### config.mk
export PLATFORM = sky130hd
export DESIGN_NAME = mlaes_front_flat
export DESIGN_NICKNAME = d
export VERILOG_FILES = /design/src/hw/rtl/assert_macros.svh /design/src/hw/rtl/mlaes_pkg.sv /design/src/hw/rtl/mlaes_if.sv /design/src/hw/rtl/mlaes_front.sv /design/src/flat_wrapper.sv
export SDC_FILE = /design/constraint.sdc
export NUM_CORES = 1
export LEC_CHECK = 0
export BUFFER_PORTS_ARGS = -buffer_cell sky130_fd_sc_hd__buf_2
export CORE_ASPECT_RATIO = 1.1
export CORE_MARGIN = 5
export CORE_UTILIZATION = 42
export CTS_BUF_LIST = sky130_fd_sc_hd__clkbuf_4
export CTS_CLUSTER_SIZE = 8
export DETAILED_ROUTE_END_ITERATION = 10
export PLACE_DENSITY = 0.62
export SYNTH_ARGS = -nofsm -noshare
export SYNTH_HDL_FRONTEND = slang
export SYNTH_SLANG_ARGS = --single-unit
### constraint.sdc
create_clock -name clk -period 36.5 [get_ports clk]
set_input_delay 1.825 -clock clk [delete_from_list [all_inputs] [get_ports clk]]
set_output_delay 1.825 -clock clk [all_outputs]
set_load 0.05 [all_outputs]
### src/hw/rtl/assert_macros.svh
// Assertion helpers for the RTL tree.
`ifndef ASSERT_MACROS_SVH
`define ASSERT_MACROS_SVH
`ifndef SYNTHESIS
`define ASSERT_CLK(label, clk, rst, prop) \
  label: assert property (@(posedge clk) disable iff (rst) prop) else $error("%m failed");
`define ASSERT_CLK_RST(label, clk, prop) \
  label: assert property (@(posedge clk) prop) else $error("%m failed");
`else
`define ASSERT_CLK(label, clk, rst, prop)
`define ASSERT_CLK_RST(label, clk, prop)
`endif
`endif

### src/hw/rtl/mlaes_pkg.sv
package mlaes_pkg;

  localparam int LaneW = 4;

  typedef enum logic [1:0] {
    REG_KEY_HI = 2'd0,
    REG_KEY_LO = 2'd1,
    REG_IV_HI  = 2'd2,
    REG_IV_LO  = 2'd3
  } reg_idx_t;

  typedef struct packed {
    logic [LaneW-1:0] lane;
    logic             store;
    logic [127:0]     text;
    logic [127:0]     iv;
  } job_t;

  function automatic logic [7:0] xt(input logic [7:0] a);
    xt = {a[6:0], 1'b0} ^ (a[7] ? 8'h1b : 8'h00);
  endfunction

  function automatic logic [7:0] sbox(input logic [7:0] x);
    logic [7:0] s [256];
    s = '{
      8'h63,8'h7c,8'h77,8'h7b,8'hf2,8'h6b,8'h6f,8'hc5,8'h30,8'h01,8'h67,8'h2b,8'hfe,8'hd7,8'hab,8'h76,
      8'hca,8'h82,8'hc9,8'h7d,8'hfa,8'h59,8'h47,8'hf0,8'had,8'hd4,8'ha2,8'haf,8'h9c,8'ha4,8'h72,8'hc0,
      8'hb7,8'hfd,8'h93,8'h26,8'h36,8'h3f,8'hf7,8'hcc,8'h34,8'ha5,8'he5,8'hf1,8'h71,8'hd8,8'h31,8'h15,
      8'h04,8'hc7,8'h23,8'hc3,8'h18,8'h96,8'h05,8'h9a,8'h07,8'h12,8'h80,8'he2,8'heb,8'h27,8'hb2,8'h75,
      8'h09,8'h83,8'h2c,8'h1a,8'h1b,8'h6e,8'h5a,8'ha0,8'h52,8'h3b,8'hd6,8'hb3,8'h29,8'he3,8'h2f,8'h84,
      8'h53,8'hd1,8'h00,8'hed,8'h20,8'hfc,8'hb1,8'h5b,8'h6a,8'hcb,8'hbe,8'h39,8'h4a,8'h4c,8'h58,8'hcf,
      8'hd0,8'hef,8'haa,8'hfb,8'h43,8'h4d,8'h33,8'h85,8'h45,8'hf9,8'h02,8'h7f,8'h50,8'h3c,8'h9f,8'ha8,
      8'h51,8'ha3,8'h40,8'h8f,8'h92,8'h9d,8'h38,8'hf5,8'hbc,8'hb6,8'hda,8'h21,8'h10,8'hff,8'hf3,8'hd2,
      8'hcd,8'h0c,8'h13,8'hec,8'h5f,8'h97,8'h44,8'h17,8'hc4,8'ha7,8'h7e,8'h3d,8'h64,8'h5d,8'h19,8'h73,
      8'h60,8'h81,8'h4f,8'hdc,8'h22,8'h2a,8'h90,8'h88,8'h46,8'hee,8'hb8,8'h14,8'hde,8'h5e,8'h0b,8'hdb,
      8'he0,8'h32,8'h3a,8'h0a,8'h49,8'h06,8'h24,8'h5c,8'hc2,8'hd3,8'hac,8'h62,8'h91,8'h95,8'he4,8'h79,
      8'he7,8'hc8,8'h37,8'h6d,8'h8d,8'hd5,8'h4e,8'ha9,8'h6c,8'h56,8'hf4,8'hea,8'h65,8'h7a,8'hae,8'h08,
      8'hba,8'h78,8'h25,8'h2e,8'h1c,8'ha6,8'hb4,8'hc6,8'he8,8'hdd,8'h74,8'h1f,8'h4b,8'hbd,8'h8b,8'h8a,
      8'h70,8'h3e,8'hb5,8'h66,8'h48,8'h03,8'hf6,8'h0e,8'h61,8'h35,8'h57,8'hb9,8'h86,8'hc1,8'h1d,8'h9e,
      8'he1,8'hf8,8'h98,8'h11,8'h69,8'hd9,8'h8e,8'h94,8'h9b,8'h1e,8'h87,8'he9,8'hce,8'h55,8'h28,8'hdf,
      8'h8c,8'ha1,8'h89,8'h0d,8'hbf,8'he6,8'h42,8'h68,8'h41,8'h99,8'h2d,8'h0f,8'hb0,8'h54,8'hbb,8'h16
    };
    sbox = s[x];
  endfunction

  // byte i of a block sits at bits [127-8i -: 8]
  function automatic logic [127:0] round_fn(input logic [127:0] st, input logic [127:0] rk,
                                            input logic last);
    logic [127:0] t;
    logic [127:0] m;
    logic [7:0] a0, a1, a2, a3;
    for (int c = 0; c < 4; c++) begin
      for (int r = 0; r < 4; r++) begin
        t[127-8*(r+4*c) -: 8] = sbox(st[127-8*(r+4*((c+r)%4)) -: 8]);
      end
    end
    for (int c = 0; c < 4; c++) begin
      a0 = t[127-32*c -: 8];
      a1 = t[119-32*c -: 8];
      a2 = t[111-32*c -: 8];
      a3 = t[103-32*c -: 8];
      m[127-32*c -: 8] = xt(a0) ^ xt(a1) ^ a1 ^ a2 ^ a3;
      m[119-32*c -: 8] = a0 ^ xt(a1) ^ xt(a2) ^ a2 ^ a3;
      m[111-32*c -: 8] = a0 ^ a1 ^ xt(a2) ^ xt(a3) ^ a3;
      m[103-32*c -: 8] = xt(a0) ^ a0 ^ a1 ^ a2 ^ xt(a3);
    end
    round_fn = (last ? t : m) ^ rk;
  endfunction

  function automatic logic [127:0] next_key(input logic [127:0] k, input logic [7:0] rcon);
    logic [31:0] w0, w1, w2, w3, t;
    w0 = k[127:96];
    w1 = k[95:64];
    w2 = k[63:32];
    w3 = k[31:0];
    t = {sbox(w3[23:16]) ^ rcon, sbox(w3[15:8]), sbox(w3[7:0]), sbox(w3[31:24])};
    w0 = w0 ^ t;
    w1 = w1 ^ w0;
    w2 = w2 ^ w1;
    w3 = w3 ^ w2;
    next_key = {w0, w1, w2, w3};
  endfunction

endpackage

### src/hw/rtl/mlaes_if.sv
interface mlaes_in_if;
  logic                         valid;
  logic                         ready;
  logic [mlaes_pkg::LaneW-1:0]  lane;
  logic                         first_block;
  logic [63:0]                  plain_hi;
  logic [63:0]                  plain_lo;
  modport source (output valid, lane, first_block, plain_hi, plain_lo, input ready);
  modport sink   (input valid, lane, first_block, plain_hi, plain_lo, output ready);
endinterface


### src/hw/rtl/mlaes_front.sv
// Accepts beats and queues jobs. Chaining is resolved in the back end, since a lane's
// previous ciphertext may still be in flight.
module mlaes_front #(
  parameter int LANES = 9,
  parameter int DEPTH = 2
) (
  input  logic              clk,
  input  logic              rst,
  mlaes_in_if.sink          in_ch,
  input  logic [127:0]      iv,
  output logic              job_valid,
  input  logic              job_ready,
  output mlaes_pkg::job_t   job,
  output logic              job_chain
);
  localparam int PW = (DEPTH > 1) ? $clog2(DEPTH) : 1;

  mlaes_pkg::job_t q [DEPTH];
  logic            qc [DEPTH];
  logic [PW-1:0]   wp, rp;
  logic [PW:0]     cnt;
  logic            push, pop, in_range;

  assign in_ch.ready = (cnt != (PW+1)'(DEPTH));
  assign push = in_ch.valid && in_ch.ready;
  assign pop  = job_valid && job_ready;
  assign job_valid = (cnt != '0);
  assign job = q[rp];
  assign job_chain = qc[rp];
  assign in_range = ({1'b0, in_ch.lane} < (mlaes_pkg::LaneW+1)'(LANES));

  always_ff @(posedge clk) begin
    if (rst) begin
      wp <= '0;
      rp <= '0;
      cnt <= '0;
    end else begin
      if (push) wp <= (wp == PW'(DEPTH-1)) ? '0 : wp + 1'b1;
      if (pop) rp <= (rp == PW'(DEPTH-1)) ? '0 : rp + 1'b1;
      cnt <= cnt + (PW+1)'(push) - (PW+1)'(pop);
    end
    if (push) begin
      q[wp].lane  <= in_ch.lane;
      q[wp].store <= in_range;
      q[wp].text  <= {in_ch.plain_hi, in_ch.plain_lo};
      q[wp].iv    <= iv;
      qc[wp]      <= in_range && !in_ch.first_block;
    end
  end
endmodule

### src/flat_wrapper.sv
// flat-port wrapper written by rule: the top's interface ports become plain ports
module mlaes_front_flat 
#(
  parameter int LANES = 9,
  parameter int DEPTH = 2
)
  (clk, rst, iv, job_valid, job_ready, job, job_chain, in_ch_valid, in_ch_lane, in_ch_first_block, in_ch_plain_hi, in_ch_plain_lo, in_ch_ready);
  mlaes_in_if in_ch_i ();
  input  logic clk;
  input  logic rst;
  input  logic [127:0] iv;
  output logic job_valid;
  input  logic job_ready;
  output mlaes_pkg::job_t job;
  output logic job_chain;
  input wire logic [$bits(in_ch_i.valid)-1:0] in_ch_valid;
  input wire logic [$bits(in_ch_i.lane)-1:0] in_ch_lane;
  input wire logic [$bits(in_ch_i.first_block)-1:0] in_ch_first_block;
  input wire logic [$bits(in_ch_i.plain_hi)-1:0] in_ch_plain_hi;
  input wire logic [$bits(in_ch_i.plain_lo)-1:0] in_ch_plain_lo;
  output wire logic [$bits(in_ch_i.ready)-1:0] in_ch_ready;
  assign in_ch_i.valid = in_ch_valid;
  assign in_ch_i.lane = in_ch_lane;
  assign in_ch_i.first_block = in_ch_first_block;
  assign in_ch_i.plain_hi = in_ch_plain_hi;
  assign in_ch_i.plain_lo = in_ch_plain_lo;
  assign in_ch_ready = in_ch_i.ready;
  mlaes_front #(.LANES(LANES), .DEPTH(DEPTH)) u_core (.clk(clk), .rst(rst), .in_ch(in_ch_i), .iv(iv), .job_valid(job_valid), .job_ready(job_ready), .job(job), .job_chain(job_chain));
endmodule
==> metrics.md <==
| Metric | Value |
|---|---|
| Outcome | complete, no violations |
| Post-cts hold buffer count | 0 |
| Total global-route track usage | 0.172 |
| Total CTS buffers | 133 |
| Final min period | 6040 ps |
| Max-cap violations | 0 |
| Post-DRT Antenna Nets | 0 |
| P&R area growth vs syn | 25.0% |
| CTS tree | done |
| First-pass GRT wire length | 66.0 mm |
| Max Clk Rate | 0.166 GHz |
| CP Class | register to primary output |
| Postcts setup bufs | 0 |
| Maximum number of pins on one net before global-route repair | 72 |
| Share of layout cells above drive strength 1 | 0.640 |
| Final std cells w/o fill | 2192 |
| Ys Warns | 0 |
| Pre-CTS setup slack | 31330 ps |
| Data required, critical path | 34670 ps |
| Top cells by count, synth | edfxtp_1, mux2_4, mux2_2 |
| Worst setup SP type | register |
| Area leader, netlist | edfxtp_1 |
| Filler cell count in the final layout | 3833 |
| DP HPWL | 32.1 mm |
| DRC errors left | 0 |
| Number of global-route vias before repair | 11300 |
| Clock transition at path regs | 60 ps |
| H-tree lvl count | 4 |
| Primary FF master, synth | edfxtp_1 |
| Ys async rst share | 0 |
| DRT iter0 DRCs | 527 |
| Count of different cell masters after synthesis | 21 |
| Clock root buffer master | clkbuf_4 |
| Vias per inst | 4.75 |
| Worst path depth | 4 |
| Family with the most delay on the worst path | buffers and inverters |
| Gp weighted congestion | 0.824 |
| Setup TNS | 0 ps |
| Critical Path AT | 4210 ps |
| Leakage power | 0.00976 uW |
| Post-Route WL | 46.3 mm |
| Overflow after GRT | 0 |
| Tightest Pin Transition | 1090 ps |
| Seq cells post-synth | 529 |
| Drt first pass iters | 4 |
| Via count | 10400 |
| Hold Path Depth | 2 |
| Mapped Nets | 1111 |
| Tcrit/Tclk final | 0.165 |
| Mean cell area of the mapped netlist | 23.6 sq um |
| CTS sink cnt | 529 |
| Critical Path Fanout Max | 63 |
| RSZ-0062 raised after global routing | false |
| Post-synth top area share | 0.791 |
| Die area | 0.0518 sq mm |
| Max-slew violation count | 0 |
| Die Y | 238 um |
| Number of synthesized flops with an enable pin | 524 |
| Max clock buf depth | 3 |
| Core Area | 0.0467 sq mm |
| Initial Utilization | 0.426 |
| Cells along the critical path | buf_4 > buf_4 > mux2_2 > buf_2 |
| Worst path slowest cell | buf_4 |
| Setup Viol. Count Final | 0 |
| Initial antenna violation count | 21 |
| Power, Total | 2070 uW |
| Cell count after synthesis | 844 |
| Synthesized area | 0.0199 sq mm |
| Worst Reg-to-Reg Cells | 4 |
| PwrDens | 83.3 mW/mm^2 |
| Slew margin rel. | 0.271 |
| Register area share after synthesis | 0.796 |
| Placed cells | 1949 |
| Total I/O pin count | 529 |
| Post-CTS Resized | 0 |
| CP endpoint kind | primary output |
| Slowest stage delay, CP | 930 ps |
| Clk_lat worst skew | 930 ps |
| Final #Nets | 1756 |
| Setup ws final | 30460 ps |
| Row count | 83 |
| Layout Skew | 46.3 ps |
| Bufs and invs on worst path | 3 |
| HP Class | register to register |
| Die X | 217 um |
| Synth top area cells | edfxtp_1, mux2_4, mux2_2 |
| Drt wl/cell | 21.1 um |
| Most common cell in the synthesized netlist | edfxtp_1 |
| Most common cell on crit path | buf_4 |
| # port buffers | 528 |
| Peak supply drop | 0.0591 mV |
| Final Hold Viols | 0 |
[per-layer routing]
layer	track usage	vias to the layer above	share of wire
met5	0	-	0.0023
met4	0.0822	16	0.030
met3	0.0823	107	0.095
met2	0.291	425	0.52
met1	0.180	5086	0.35
li1	-	4774	-
[cell families (layout without fill, tap and decap cells)]
group / count (synthesis) / count (layout) / synth area share
flops: 529 / 529 / 0.796
mux: 262 / 262 / 0.182
buf+inv: 31 / 766 / 0.0143
simple gates: 15 / 15 / 0.00409
compound gates: 3 / 3 / 0.00101
fa+ha+maj: 2 / 2 / 0.00126
xor+xnor: 2 / 2 / 0.000881
other cells: 0 / 18 / 0
[final cells by class]
cell class	instances	area, sq um	area share
multi-input combinational	284	3780	0.152
tap	595	744	0.0299
antenna	18	45.0	0.00181
timing repair buffer	539	2730	0.110
clock inverter	34	292	0.0117
clock buffer	191	1430	0.0577
inverter	2	7.51	0.000302
sequential	529	15800	0.637
[path summary, 6_finish.rpt]
path / startpoint / end / slack, ps
setup / recovery: register / job[17] / 30460
hold / removal: u_core.rp / u_core.rp / 520
setup reg to reg: u_core.cnt[0] / u_core.q[1][198] / 32840
hold reg to reg: u_core.rp / u_core.rp / 520
[sequential cells by signal (all words and copies together), names as in the netlist, named ones only]
name / flops
u_core.q: 522
u_core.wp: 1
u_core.cnt: 2
u_core.rp: 1
u_core.qc: 2
[worst min-delay path, stage by stage (launching register included)]
cell     delay (ps)
dfxtp_1         320
xnor2_1          80
nor2_1           80
[layout by cell type (no fill, tap or decap), drive strengths merged, types with 2 or more instances in the layout]
cell	n
buf	539
edfxtp	524
mux2	262
clkbuf	191
clkinv	25
diode	18
bufinv	6
dfxtp	5
inv	5
nor2	4
nor2b	3
nand2b	2
and2	2
ha	2
[metrics by stage]
stage                     hold WS, ps  utilization  area, sq um
after floorplan                   471            -        19900
after global placement            496        0.494        23100
after detailed placement          514        0.494        23100
after CTS                         528        0.531        24800
after global routing              565        0.532        24900
final                             521        0.532        24900
[power by group]
part           internal [uW]  leakage, uW  total, uW  switching [uW]
sequential               771      0.00493        803            32.2
combinational            228      0.00380        763             535
clock                    282      0.00103        505             224
No activity file was read; power rests on OpenSTA's default activity.
